## config.mk

```make
export PLATFORM = sky130hd
export DESIGN_NAME = htq_regs
export DESIGN_NICKNAME = d
export VERILOG_FILES = /design/src/hw/rtl/htq_pkg.sv /design/src/hw/rtl/htq_regs.sv
export SDC_FILE = /design/constraint.sdc
export NUM_CORES = 1
export LEC_CHECK = 0
export BUFFER_PORTS_ARGS = -buffer_cell sky130_fd_sc_hd__buf_2
export CORE_MARGIN = 4
export CORE_UTILIZATION = 35
export CTS_BUF_LIST = sky130_fd_sc_hd__clkbuf_16
export CTS_CLUSTER_SIZE = 12
export DETAILED_ROUTE_END_ITERATION = 10
export PLACE_DENSITY_LB_ADDON = 0.3
export SLEW_MARGIN = 0
export SYNTH_ARGS = -nofsm -noshare
export SYNTH_HDL_FRONTEND = slang
export SYNTH_SLANG_ARGS = --single-unit
```

## constraint.sdc

```tcl
create_clock -name clk -period 1.55 [get_ports clk]
set_clock_uncertainty 0.1 [all_clocks]
set_input_delay 0.155 -clock clk [delete_from_list [all_inputs] [get_ports clk]]
set_output_delay 0.155 -clock clk [all_outputs]
set_load 0.02 [all_outputs]
```

## src/hw/rtl/htq_pkg.sv

```systemverilog
// Shared types and constants for the terrain height query block.
`timescale 1ns / 1ps
`default_nettype none

package htq_pkg;

	localparam int DivW     = 24;
	localparam int DivSteps = 24;
	localparam int CntW     = 5;
	localparam int GW       = 27;
	localparam int IdxW     = 30;

	localparam logic ACT_LOAD  = 1'b0;
	localparam logic ACT_QUERY = 1'b1;

	localparam logic [1:0] REG_VERTS_PER_ROW = 2'd0;
	localparam logic [1:0] REG_VERTS_PER_COL = 2'd1;
	localparam logic [1:0] REG_CELL_SPACING  = 2'd2;
	localparam logic [1:0] REG_HEIGHT_SCALE  = 2'd3;

	localparam logic [8:0]  RST_VERTS_PER_ROW = 9'd256;
	localparam logic [8:0]  RST_VERTS_PER_COL = 9'd256;
	localparam logic [7:0]  RST_CELL_SPACING  = 8'd1;
	localparam logic [15:0] RST_HEIGHT_SCALE  = 16'd256;

	localparam logic [1:0] READ_LAST  = 2'd3;
	localparam logic [1:0] DRAIN_LAST = 2'd2;

	typedef enum logic [1:0] {
		CORNER_A,
		CORNER_B,
		CORNER_C,
		CORNER_D
	} corner_t;

	typedef enum logic [3:0] {
		ST_IDLE,
		ST_DIV_LOAD,
		ST_DIV,
		ST_FIX,
		ST_SETUP,
		ST_READ,
		ST_DRAIN,
		ST_FDIV_LOAD,
		ST_FDIV,
		ST_DONE
	} state_t;

	typedef struct packed {
		logic [8:0]  verts_per_row;
		logic [8:0]  verts_per_col;
		logic [7:0]  cell_spacing;
		logic [15:0] height_scale;
	} cfg_t;

	typedef struct packed {
		logic    load_we;
		logic    capture;
		logic    div_load;
		logic    div_step;
		logic    fix;
		logic    setup;
		logic    rd_issue;
		corner_t rd_corner;
		logic    fdiv_load;
		logic    finish;
	} cmd_t;

endpackage

`default_nettype wire

```

## src/hw/rtl/htq_regs.sv

```systemverilog
// APB configuration registers of the terrain height query block.
`timescale 1ns / 1ps
`default_nettype none

module htq_regs (
	input  wire logic          clk,
	input  wire logic          arst_n,
	input  wire logic          psel,
	input  wire logic          penable,
	input  wire logic          pwrite,
	input  wire logic [3:0]    paddr,
	input  wire logic [31:0]   pwdata,
	output logic      [31:0]   prdata,
	output logic               pready,
	output htq_pkg::cfg_t      cfg
);

	htq_pkg::cfg_t cfg_q;
	logic          wr;

	assign pready = 1'b1;
	assign wr     = psel && penable && pwrite;

	always_ff @(posedge clk or negedge arst_n) begin
		if (!arst_n) begin
			cfg_q.verts_per_row <= htq_pkg::RST_VERTS_PER_ROW;
			cfg_q.verts_per_col <= htq_pkg::RST_VERTS_PER_COL;
			cfg_q.cell_spacing  <= htq_pkg::RST_CELL_SPACING;
			cfg_q.height_scale  <= htq_pkg::RST_HEIGHT_SCALE;
		end else if (wr) begin
			case (paddr[3:2])
				htq_pkg::REG_VERTS_PER_ROW: cfg_q.verts_per_row <= pwdata[8:0];
				htq_pkg::REG_VERTS_PER_COL: cfg_q.verts_per_col <= pwdata[8:0];
				htq_pkg::REG_CELL_SPACING:  cfg_q.cell_spacing  <= pwdata[7:0];
				htq_pkg::REG_HEIGHT_SCALE:  cfg_q.height_scale  <= pwdata[15:0];
				default: ;
			endcase
		end
	end

	always_comb begin
		case (paddr[3:2])
			htq_pkg::REG_VERTS_PER_ROW: prdata = {23'd0, cfg_q.verts_per_row};
			htq_pkg::REG_VERTS_PER_COL: prdata = {23'd0, cfg_q.verts_per_col};
			htq_pkg::REG_CELL_SPACING:  prdata = {24'd0, cfg_q.cell_spacing};
			htq_pkg::REG_HEIGHT_SCALE:  prdata = {16'd0, cfg_q.height_scale};
			default:                    prdata = 32'd0;
		endcase
	end

	assign cfg = cfg_q;

endmodule

`default_nettype wire

```

==> metrics.txt <==
status finished, violations left; failing checks setup timing; Avg WL per Cell roughly 15 um; Worst EP required 1.29 ns; register area share after synthesis between 50% and 60%; CP Launch Point cfg[0]$_DFFE_PN0P_; largest net degree at the start of global routing 30; r2r endpoint cfg[5]$_DFFE_PN0P_; flops & latches, synth between 40 and 50; worst reg2reg path startpoint cfg[5]$_DFFE_PN0P_; Psw 1.38 mW; count of input and output buffers 80; Final Util between 50% and 60%; RSZ-0062 raised after global routing yes; Leak Pwr ~1.6 nW; Worst Hold Class primary input to register; Setup crit end kind output pin; Die Height between 80 and 90 um; worst reg2reg path depth 3; first-pass GRT wire length between 7000 and 8000 um; Detailed Route WL about 4900 um; DRC 0; reg2reg setup slack roughly 0.45 ns; Final Slew Violations 0; yosys warns 0; Distinct cells, synth 20; Max-cap violations 0; post-synthesis cell count around 130; Via-to-Cell Ratio between 4 and 5; grt ovf 0; worst vdd rail ir drop about 0.64 mV; final setup TNS -0.00506 ns; final worst slack -0.00506 ns; vias in the first global route 1481; sw frac roughly a third; clk buf depth 2; Top Ports 116; total chip power approximately 4.2 mW; synthesized area slightly above 0.002 mm^2; total track usage 13.6%; max reg flops 42; drt initial violations between 40 and 50; Root Driver clkbuf_16; Fin. Hold Viols 0; Pre-Repair DR Iteration Count 4; CTS tree done; Max FO, Critical Path 2; Pwr per Cell Area 1400 mW/mm^2; type of origin of the critical path register; Finish-stage setup viols 1; core area 0.00561 mm^2; Horiz. Die Dim between 80 and 90 um; Syn Area/Cell 15.4 um^2; die area 0.00714 mm^2; P_int 2.79 mW; # diodes 0; Area growth syn-to-layout 46.1%; Critical Path Sink prdata[0]; Clock Latency Late Sink 0.27 ns; initial antenna violation count 0; depth of the CTS H-tree 2; Starting Density 36.5%; clock net sink count between 40 and 50; fraction of layout cells with a size suffix above 1 ~70%; crit path DAT ~1.3 ns; clk slew on worst S/H paths roughly 0.060 ns; row count 27; Clock power frac between 20% and 30%; Worst Path Class, Setup register to output pin; vias around 1500; Final min period approximately 1.6 ns; post-detailed-route count of antenna-violating nets 0; fmax roughly 640 MHz; post-DP HPWL roughly 3600 um; Final period util 100%; routability cong. around 0.70; # nets final roughly 300; Comb pwr share about two fifths; part of the power in registers between 30% and 40%; CTS Buf Count 5
## area by class of cell
type | count | area (um^2)
multi-input cells | 83 | 886
clock buffers | 5 | 125
fillers | 513 | 2620
clock inverters | 3 | 12.5
well taps | 72 | 90.1
repair buffers | 125 | 823
flip-flops and latches | 42 | 1060
## through the flow
| step | instance area (um^2) | std cells | hold slack (ns) | worst slack (ns) |
|---|---|---|---|---|
| 5_1_grt | 2990 | 330 | 0.00718 | -0.0414 |
| 6_report | 2990 | 330 | 0.00920 | -0.00506 |
| 4_1_cts | 2950 | 325 | 0.00245 | -0.0221 |
| 2_1_floorplan | 2100 | 148 | -0.241 | 0.0458 |
| 3_3_place_gp | 2570 | 292 | -0.0133 | 0.0822 |
| 3_5_place_dp | 2570 | 292 | -0.00976 | 0.0831 |
## synth_stat cells
master / n / area share, %
nand3_4: 1 / 0.86
dfstp_2: 4 / 5.1
nor3_4: 1 / 0.79
mux2i_1: 1 / 0.49
mux4_2: 8 / 8.8
buf_4: 17 / 6.2
conb_1: 2 / 0.37
nand3_1: 1 / 0.24
or3b_1: 1 / 0.43
dfrtp_1: 38 / 46
mux2_4: 9 / 6.6
buf_6: 1 / 0.55
nand2_1: 1 / 0.18
and3_1: 7 / 2.1
o21ai_0: 1 / 0.24
mux2_2: 33 / 18
clkbuf_1: 1 / 0.18
nor3b_4: 1 / 0.92
nor2_2: 1 / 0.31
buf_2: 4 / 0.98
## power groups by stage
stage               Sequential [mW]  Combinational [mW]  Clock [mW]
finish                         1.53                1.68       0.969
global route                   1.56                1.78        1.05
CTS                            1.53                1.65       0.999
detailed placement             1.57                1.35           0
global placement               1.56                1.33           0
floorplan                      1.87               0.578           0
## timing repair
item	CTS	global route
hold buffers	4	0
setup endpoints to repair	8	8
pin swaps	0	0
setup buffers	21	5
resized for setup	14	2
hold endpoints to repair	16	0
## how the worst min path moves through the flow
stage / start / cells past startpoint / to
detailed placement: arst_n / 1 / cfg[11]$_DFFE_PN0P_
CTS: pwdata[12] / 2 / cfg[12]$_DFFE_PN0P_
finish: pwdata[12] / 2 / cfg[12]$_DFFE_PN0P_
floorplan: arst_n / 0 / cfg[0]$_DFFE_PN0P_
global route: pwdata[12] / 2 / cfg[12]$_DFFE_PN0P_
global placement: arst_n / 1 / cfg[11]$_DFFE_PN0P_
## layout by cell type (no fill, tap or decap)
| cell type | count |
|---|---|
| mux4_2 | 8 |
| nand2_1 | 1 |
| mux2_4 | 9 |
| buf_6 | 8 |
| nor3_4 | 1 |
| buf_2 | 72 |
| nor2_2 | 1 |
| conb_1 | 17 |
| inv_1 | 1 |
| o21ai_0 | 1 |
| dlygate4sd3_1 | 4 |
| nand3_4 | 1 |
| nand3_1 | 1 |
| clkinv_1 | 1 |
| mux2_2 | 33 |
| buf_12 | 2 |
| nor3b_4 | 1 |
| buf_4 | 39 |
| and3_1 | 7 |
| dfstp_2 | 4 |
| dfrtp_1 | 38 |
| clkbuf_16 | 5 |
| or3b_1 | 1 |
| mux2i_1 | 1 |
| clkinv_2 | 1 |
## per-layer routing
metal,global-route usage [%],up-vias,wire length [um]
met2,24.6,46,2700
li1,-,697,-
met5,0,-,0
met1,16.3,749,1980
met3,2.45,2,235
met4,4.03,0,32
## worst max-delay path, cell delays in order (launching register included)
cell     delay [ns]
dfrtp_1        0.38
mux4_2         0.50
buf_6          0.15
## kinds of logic (layout without fill, tap and decap cells)
group                  Yosys count  in the layout  synth area share [%]
other                            2             17                 0.367
buffers and inverters           23            133                  7.94
muxes                           51             51                  34.0
and+or+nand+nor                 14             14                  5.86
AOI/OAI and AO/OA                1              1                 0.244
DFF                             42             42                  51.6
Note: power is estimated with default switching activity, not from simulation.
