==> config.mk <==
export PLATFORM = sky130hd
export DESIGN_NAME = htq_ctrl
export DESIGN_NICKNAME = d
export VERILOG_FILES = /design/src/hw/rtl/htq_pkg.sv /design/src/hw/rtl/htq_ctrl.sv
export SDC_FILE = /design/constraint.sdc
export NUM_CORES = 1
export LEC_CHECK = 0
export CORE_AREA = 2 2 39 41
export DETAILED_ROUTE_END_ITERATION = 12
export DIE_AREA = 0 0 41 43
export DONT_BUFFER_PORTS = 1
export PLACE_DENSITY_LB_ADDON = 0.08
export SETUP_SLACK_MARGIN = 0.05
export SLEW_MARGIN = 0
export SYNTH_ARGS = -nofsm -noshare
export SYNTH_HDL_FRONTEND = slang
export SYNTH_SLANG_ARGS = --single-unit
==> constraint.sdc <==
create_clock -name clk -period 1.6 [get_ports clk]
set_input_delay 0.32 -clock clk [delete_from_list [all_inputs] [get_ports clk]]
set_output_delay 0.32 -clock clk [all_outputs]
set_load 0.05 [all_outputs]
==> src/hw/rtl/htq_pkg.sv <==
// Shared types and constants for the terrain height query block.
`timescale 1ns / 1ps
`default_nettype none

package htq_pkg;

	localparam int DivW     = 24;
	localparam int DivSteps = 24;
	localparam int CntW     = 5;
	localparam int GW       = 27;
	localparam int IdxW     = 30;

	localparam logic ACT_LOAD  = 1'b0;
	localparam logic ACT_QUERY = 1'b1;

	localparam logic [1:0] REG_VERTS_PER_ROW = 2'd0;
	localparam logic [1:0] REG_VERTS_PER_COL = 2'd1;
	localparam logic [1:0] REG_CELL_SPACING  = 2'd2;
	localparam logic [1:0] REG_HEIGHT_SCALE  = 2'd3;

	localparam logic [8:0]  RST_VERTS_PER_ROW = 9'd256;
	localparam logic [8:0]  RST_VERTS_PER_COL = 9'd256;
	localparam logic [7:0]  RST_CELL_SPACING  = 8'd1;
	localparam logic [15:0] RST_HEIGHT_SCALE  = 16'd256;

	localparam logic [1:0] READ_LAST  = 2'd3;
	localparam logic [1:0] DRAIN_LAST = 2'd2;

	typedef enum logic [1:0] {
		CORNER_A,
		CORNER_B,
		CORNER_C,
		CORNER_D
	} corner_t;

	typedef enum logic [3:0] {
		ST_IDLE,
		ST_DIV_LOAD,
		ST_DIV,
		ST_FIX,
		ST_SETUP,
		ST_READ,
		ST_DRAIN,
		ST_FDIV_LOAD,
		ST_FDIV,
		ST_DONE
	} state_t;

	typedef struct packed {
		logic [8:0]  verts_per_row;
		logic [8:0]  verts_per_col;
		logic [7:0]  cell_spacing;
		logic [15:0] height_scale;
	} cfg_t;

	typedef struct packed {
		logic    load_we;
		logic    capture;
		logic    div_load;
		logic    div_step;
		logic    fix;
		logic    setup;
		logic    rd_issue;
		corner_t rd_corner;
		logic    fdiv_load;
		logic    finish;
	} cmd_t;

endpackage

`default_nettype wire

==> src/hw/rtl/htq_ctrl.sv <==
// Controller state machine sequencing loads and height queries.
`timescale 1ns / 1ps
`default_nettype none

module htq_ctrl (
	input  wire logic   clk,
	input  wire logic   arst_n,
	input  wire logic   start,
	input  wire logic   action,
	output logic        busy,
	output htq_pkg::cmd_t cmd
);

	localparam int CntW = htq_pkg::CntW;

	htq_pkg::state_t state_q, state_n;
	logic [CntW-1:0] cnt_q;
	logic            accept;
	logic            div_last;

	assign busy     = state_q != htq_pkg::ST_IDLE;
	assign accept   = start && !busy;
	assign div_last = cnt_q == CntW'(htq_pkg::DivSteps - 1);

	always_comb begin
		state_n = state_q;
		case (state_q)
			htq_pkg::ST_IDLE: begin
				if (accept && action == htq_pkg::ACT_QUERY) state_n = htq_pkg::ST_DIV_LOAD;
			end
			htq_pkg::ST_DIV_LOAD: state_n = htq_pkg::ST_DIV;
			htq_pkg::ST_DIV: begin
				if (div_last) state_n = htq_pkg::ST_FIX;
			end
			htq_pkg::ST_FIX:   state_n = htq_pkg::ST_SETUP;
			htq_pkg::ST_SETUP: state_n = htq_pkg::ST_READ;
			htq_pkg::ST_READ: begin
				if (cnt_q[1:0] == htq_pkg::READ_LAST) state_n = htq_pkg::ST_DRAIN;
			end
			htq_pkg::ST_DRAIN: begin
				if (cnt_q[1:0] == htq_pkg::DRAIN_LAST) state_n = htq_pkg::ST_FDIV_LOAD;
			end
			htq_pkg::ST_FDIV_LOAD: state_n = htq_pkg::ST_FDIV;
			htq_pkg::ST_FDIV: begin
				if (div_last) state_n = htq_pkg::ST_DONE;
			end
			htq_pkg::ST_DONE: state_n = htq_pkg::ST_IDLE;
			default:          state_n = htq_pkg::ST_IDLE;
		endcase
	end

	always_comb begin
		cmd           = '0;
		cmd.rd_corner = htq_pkg::corner_t'(cnt_q[1:0]);
		case (state_q)
			htq_pkg::ST_IDLE: begin
				cmd.load_we = accept && action == htq_pkg::ACT_LOAD;
				cmd.capture = accept && action == htq_pkg::ACT_QUERY;
			end
			htq_pkg::ST_DIV_LOAD:  cmd.div_load  = 1'b1;
			htq_pkg::ST_DIV:       cmd.div_step  = 1'b1;
			htq_pkg::ST_FIX:       cmd.fix       = 1'b1;
			htq_pkg::ST_SETUP:     cmd.setup     = 1'b1;
			htq_pkg::ST_READ:      cmd.rd_issue  = 1'b1;
			htq_pkg::ST_FDIV_LOAD: cmd.fdiv_load = 1'b1;
			htq_pkg::ST_FDIV:      cmd.div_step  = 1'b1;
			htq_pkg::ST_DONE:      cmd.finish    = 1'b1;
			default: ;
		endcase
	end

	always_ff @(posedge clk or negedge arst_n) begin
		if (!arst_n) begin
			state_q <= htq_pkg::ST_IDLE;
			cnt_q   <= '0;
		end else begin
			state_q <= state_n;
			cnt_q   <= (state_n != state_q) ? '0 : cnt_q + CntW'(1);
		end
	end

	a_query_starts: assert property (@(posedge clk) disable iff (!arst_n)
		accept && action == htq_pkg::ACT_QUERY |=> state_q == htq_pkg::ST_DIV_LOAD)
		else $error("query item did not start the division");

	a_div_bound: assert property (@(posedge clk) disable iff (!arst_n)
		(state_q == htq_pkg::ST_DIV || state_q == htq_pkg::ST_FDIV)
		|-> cnt_q < CntW'(htq_pkg::DivSteps))
		else $error("division step count overran");

	a_finish_frees: assert property (@(posedge clk) disable iff (!arst_n)
		cmd.finish |=> !busy)
		else $error("block still busy after result");

endmodule

`default_nettype wire

==> impl_results.md <==
- Max-Cap Viols: 0
- Synth area leaders: sky130_fd_sc_hd__dfrtp_1 36%, sky130_fd_sc_hd__buf_4 6.1%, sky130_fd_sc_hd__xnor2_1 4.2%
- Post-DRT Antenna Nets: 0
- Most frequently used cell type in the post-synthesis netlist: sky130_fd_sc_hd__dfrtp_1
- Number of hold violations in the final report: 0
- Finished Cell Area: 1040 um^2
- Xor-xnor portion of the synthesized cell area: between 5 and 6%
- Fraction of final layout cells with drive strength greater than 1: 55.6%
- Worst slew slack as a fraction of its limit: 70.2%
- Final routed wirelength across all metal layers: approximately 1700 um
- Critical path data arrival time: roughly 1.5 ns
- Sequential cell fraction of total power: about 18%
- Setup Viol. Count Final: 9
- Yosys top cell by area: sky130_fd_sc_hd__dfrtp_1
- Net switching component of the power: ~1.1 mW
- Dominant delay contributor by cell family on the critical path: simple AND/OR/NAND/NOR gates
- Adder-cell area share of the yosys netlist: under 10%
- Main flop type after synthesis: sky130_fd_sc_hd__dfrtp_1
- Mapped cell area: a little over 600 um^2
- Top cell types by occurrence after synthesis: 9 x sky130_fd_sc_hd__dfrtp_1, 6 x sky130_fd_sc_hd__inv_1, 5 x sky130_fd_sc_hd__buf_4, 5 x sky130_fd_sc_hd__nand2_1
- Reg-to-reg startpoint: state_q[1]$_DFF_PN0_
- Simple-gate area share of the yosys netlist: 27.9%
- Yosys reg bits: 9
- First DRT Iteration DRCs: 4
- Maximum number of pins on one net before global-route repair: 13
- Sum of net half-perimeters after detailed placement: 1050 um
- Net Count, Synth: a little over 70
- Standard cell area after detailed placement: about 870 um^2
- Number of warnings printed during yosys synthesis: 0
- Post-route DRC violation count: 0
- Number of buffers on the longest clock path: 2
- Worst IR drop on VDD: roughly 1.3 mV
- Type of the worst min-delay path: in -> async
- Number of enable-type register cells in the synthesized netlist: 0
- Global-route wire length before repair: 2690 um
- Diodes inserted: 0
- Depth of the worst register-to-register path: 5
- Clock Pin Slew Worst Setup and Hold Paths: about 0.070 ns
- Cell with the largest stage delay on the worst path: sky130_fd_sc_hd__dfrtp_1
- Total number of vias: ~580
- Startpoint Class: flop
- Number of top-level pins: 16
- Mean post-synth cell area: ~9.4 um^2
- Crit path kind: reg -> out
- TritonCTS buffer count: 3
- Starting density of the core: 44.8%
- Main combinational cell family by area after synthesis: simple AND/OR/NAND/NOR gates
- Total track usage: between 20 and 25%
- Instance count of the mapped netlist: 66
- Worst-case hold slack: around 0.42 ns
- Crit path launch: state_q[0]$_DFF_PN0_
- Worst Tran Pin Value: about 0.45 ns
- Register area share after synthesis: 36.4%
- Power density relative to cell area: 2170 nW/um^2
- Root cell of the clock tree: sky130_fd_sc_hd__clkbuf_4
- Clock Power Share: under 10%
- Pre-CTS setup slack: 0.0992 ns
- Total gr overflow: 0
- Vias per inst: 5.50
- Area growth from synthesis to layout: 68.7%
- Clock tree from TritonCTS: built
- Port Buffers: 0
- Worst-Skew Late Latency: ~0.27 ns
- Complex-gate fraction of the synthesized area: 13.9%
- Ys async rst share: 100%
- Final weighted congestion in routability-driven placement: between 0.8 and 0.9
- Average routed wire per standard cell: roughly 16 um
- Overall power after layout: between 2 and 2.5 mW
- Setup repair after global routing missed its margin: yes
- Largest stage delay, worst path: roughly 0.43 ns
- R2r setup slk: 0.02 ns
- Violated checks: negative setup slack
- Share of synthesized area spent on multiplexers: 0%
- Final critical-path setup slack: -0.196 ns
- Outcome: finished, violations left
- Number of sinks driven by the clock tree: 9
- Fillers: between 80 and 90
- Floorplan die height: 43 um
- Die area: approximately 1800 um^2
- Comb power frac: between 70% and 80%
- Core area: around 1400 um^2
- Maximum fanout encountered on the critical timing path: 3
- Share of the clock period used by the worst path: 112%
- Int Pwr: 1.16 mW
- FF-to-FF End: cnt_q[4]$_DFF_PN0_
- Number of antenna violations at the first check in global routing: 0
- Number of detailed-routing iterations run before antenna repair: 4
- Switching share of total power: 48.7%
- Post-synth top area share: a little over a third
- Minimum clock period: roughly 1.8 ns
- Kind of capture point of the worst setup path: primary output
- Distinct cells, synth: 30
- Required time worst endpoint: between 1 and 1.5 ns
- Total buffers and inverters traversed by the critical path: 2
- CTS H-tree lvls: 1
- Max-slew violation count: 0
- Final net count: 97
- Chain of cells forming the critical path: nor4_1, buf_4, and3_4, buf_12
- Via count of the first global-routing pass: between 500 and 600
- Leakage Power: about 0.45 nW
- Worst Clk Skew: 0.00406 ns
- Site row count: 14
- Die Wd: 41 um
- Timing-limited maximum frequency: 0.557 GHz
-- layout make-up --
cell class	instances	area, um^2	share of cell area, %
clock buffer	3	22.5	2.16
clock inverter	1	5.00	0.479
inverter	6	22.5	2.16
multi-input combinational	44	420	40.2
sequential	9	226	21.7
tap	16	20.0	1.92
timing repair buffer	27	328	31.4
-- metrics by stage --
step                TNS, ns  std cells  utilization, %
finish               -0.821        106            75.5
global route          -1.45        106            75.5
CTS                  -0.691        105            72.7
floorplan           -0.0732         66               -
detailed placement        0         95            62.7
global placement          0         95            62.7
-- cell families (layout without fill, tap and decap cells) --
family	Yosys count	after routing
buffers and inverters	13	37
AOI/OAI and AO/OA	11	11
DFF	9	9
adders and majority gates	2	2
xor gates and xnor gates	4	4
and+or+nand+nor	27	27
-- state kept, by name (all words and copies together) (netlist names) --
signal and cells:
state_q 4, cnt_q 5
-- metal layers --
| layer | vias to the layer above | routed length (um) | GRT usage (%) | part of all wire (%) |
|---|---|---|---|---|
| met5 | - | 0 | 0 | 0 |
| li1 | 285 | - | - | - |
| met3 | 4 | 67 | 3.66 | 4.0 |
| met2 | 15 | 878 | 36.9 | 53 |
| met1 | 279 | 701 | 28.1 | 42 |
| met4 | 0 | 22 | 11.3 | 1.3 |
-- worst max-delay path by stage --
stage / end / slack (ns) / depth (start not counted)
after CTS: cmd[10] / -0.16 / 5
after global routing: cmd[9] / -0.22 / 4
after global placement: cmd[9] / 0.1 / 4
final: cmd[9] / -0.20 / 4
after floorplan: cmd[5] / -0.05 / 2
after detailed placement: cmd[1] / 0.1 / 4
-- cells in the final DEF, fill, tap and decap left out, types with 2 or more instances in the layout --
cell type and n:
sky130_fd_sc_hd__buf_4 12, sky130_fd_sc_hd__dfrtp_1 8, sky130_fd_sc_hd__buf_12 8, sky130_fd_sc_hd__inv_1 6, sky130_fd_sc_hd__buf_6 6, sky130_fd_sc_hd__nor4_1 4, sky130_fd_sc_hd__and3_4 3, sky130_fd_sc_hd__nor2_4 3
sky130_fd_sc_hd__nand2_1 3, sky130_fd_sc_hd__a21oi_1 3, sky130_fd_sc_hd__clkbuf_4 3, sky130_fd_sc_hd__nor4b_4 2, sky130_fd_sc_hd__nand2_2 2, sky130_fd_sc_hd__xnor2_1 2, sky130_fd_sc_hd__ha_1 2
-- power by group through the flow --
stage	registers, mW	clock network (mW)	logic, mW
floorplan	0.384	0	0.948
global placement	0.396	0	1.37
detailed placement	0.400	0	1.38
CTS	0.394	0.190	1.59
global route	0.410	0.214	1.79
finish	0.399	0.189	1.68
-- repair_timing --
action / CTS / global route
endpoints found under the setup margin: 10 / 15
resized for setup: 15 / 8
hold endpoints to repair: 9 / 0
hold buffers: 1 / 0
pin swaps: 5 / 3
buffers inserted: 5 / 2
Power figures use the tool's default switching activity.
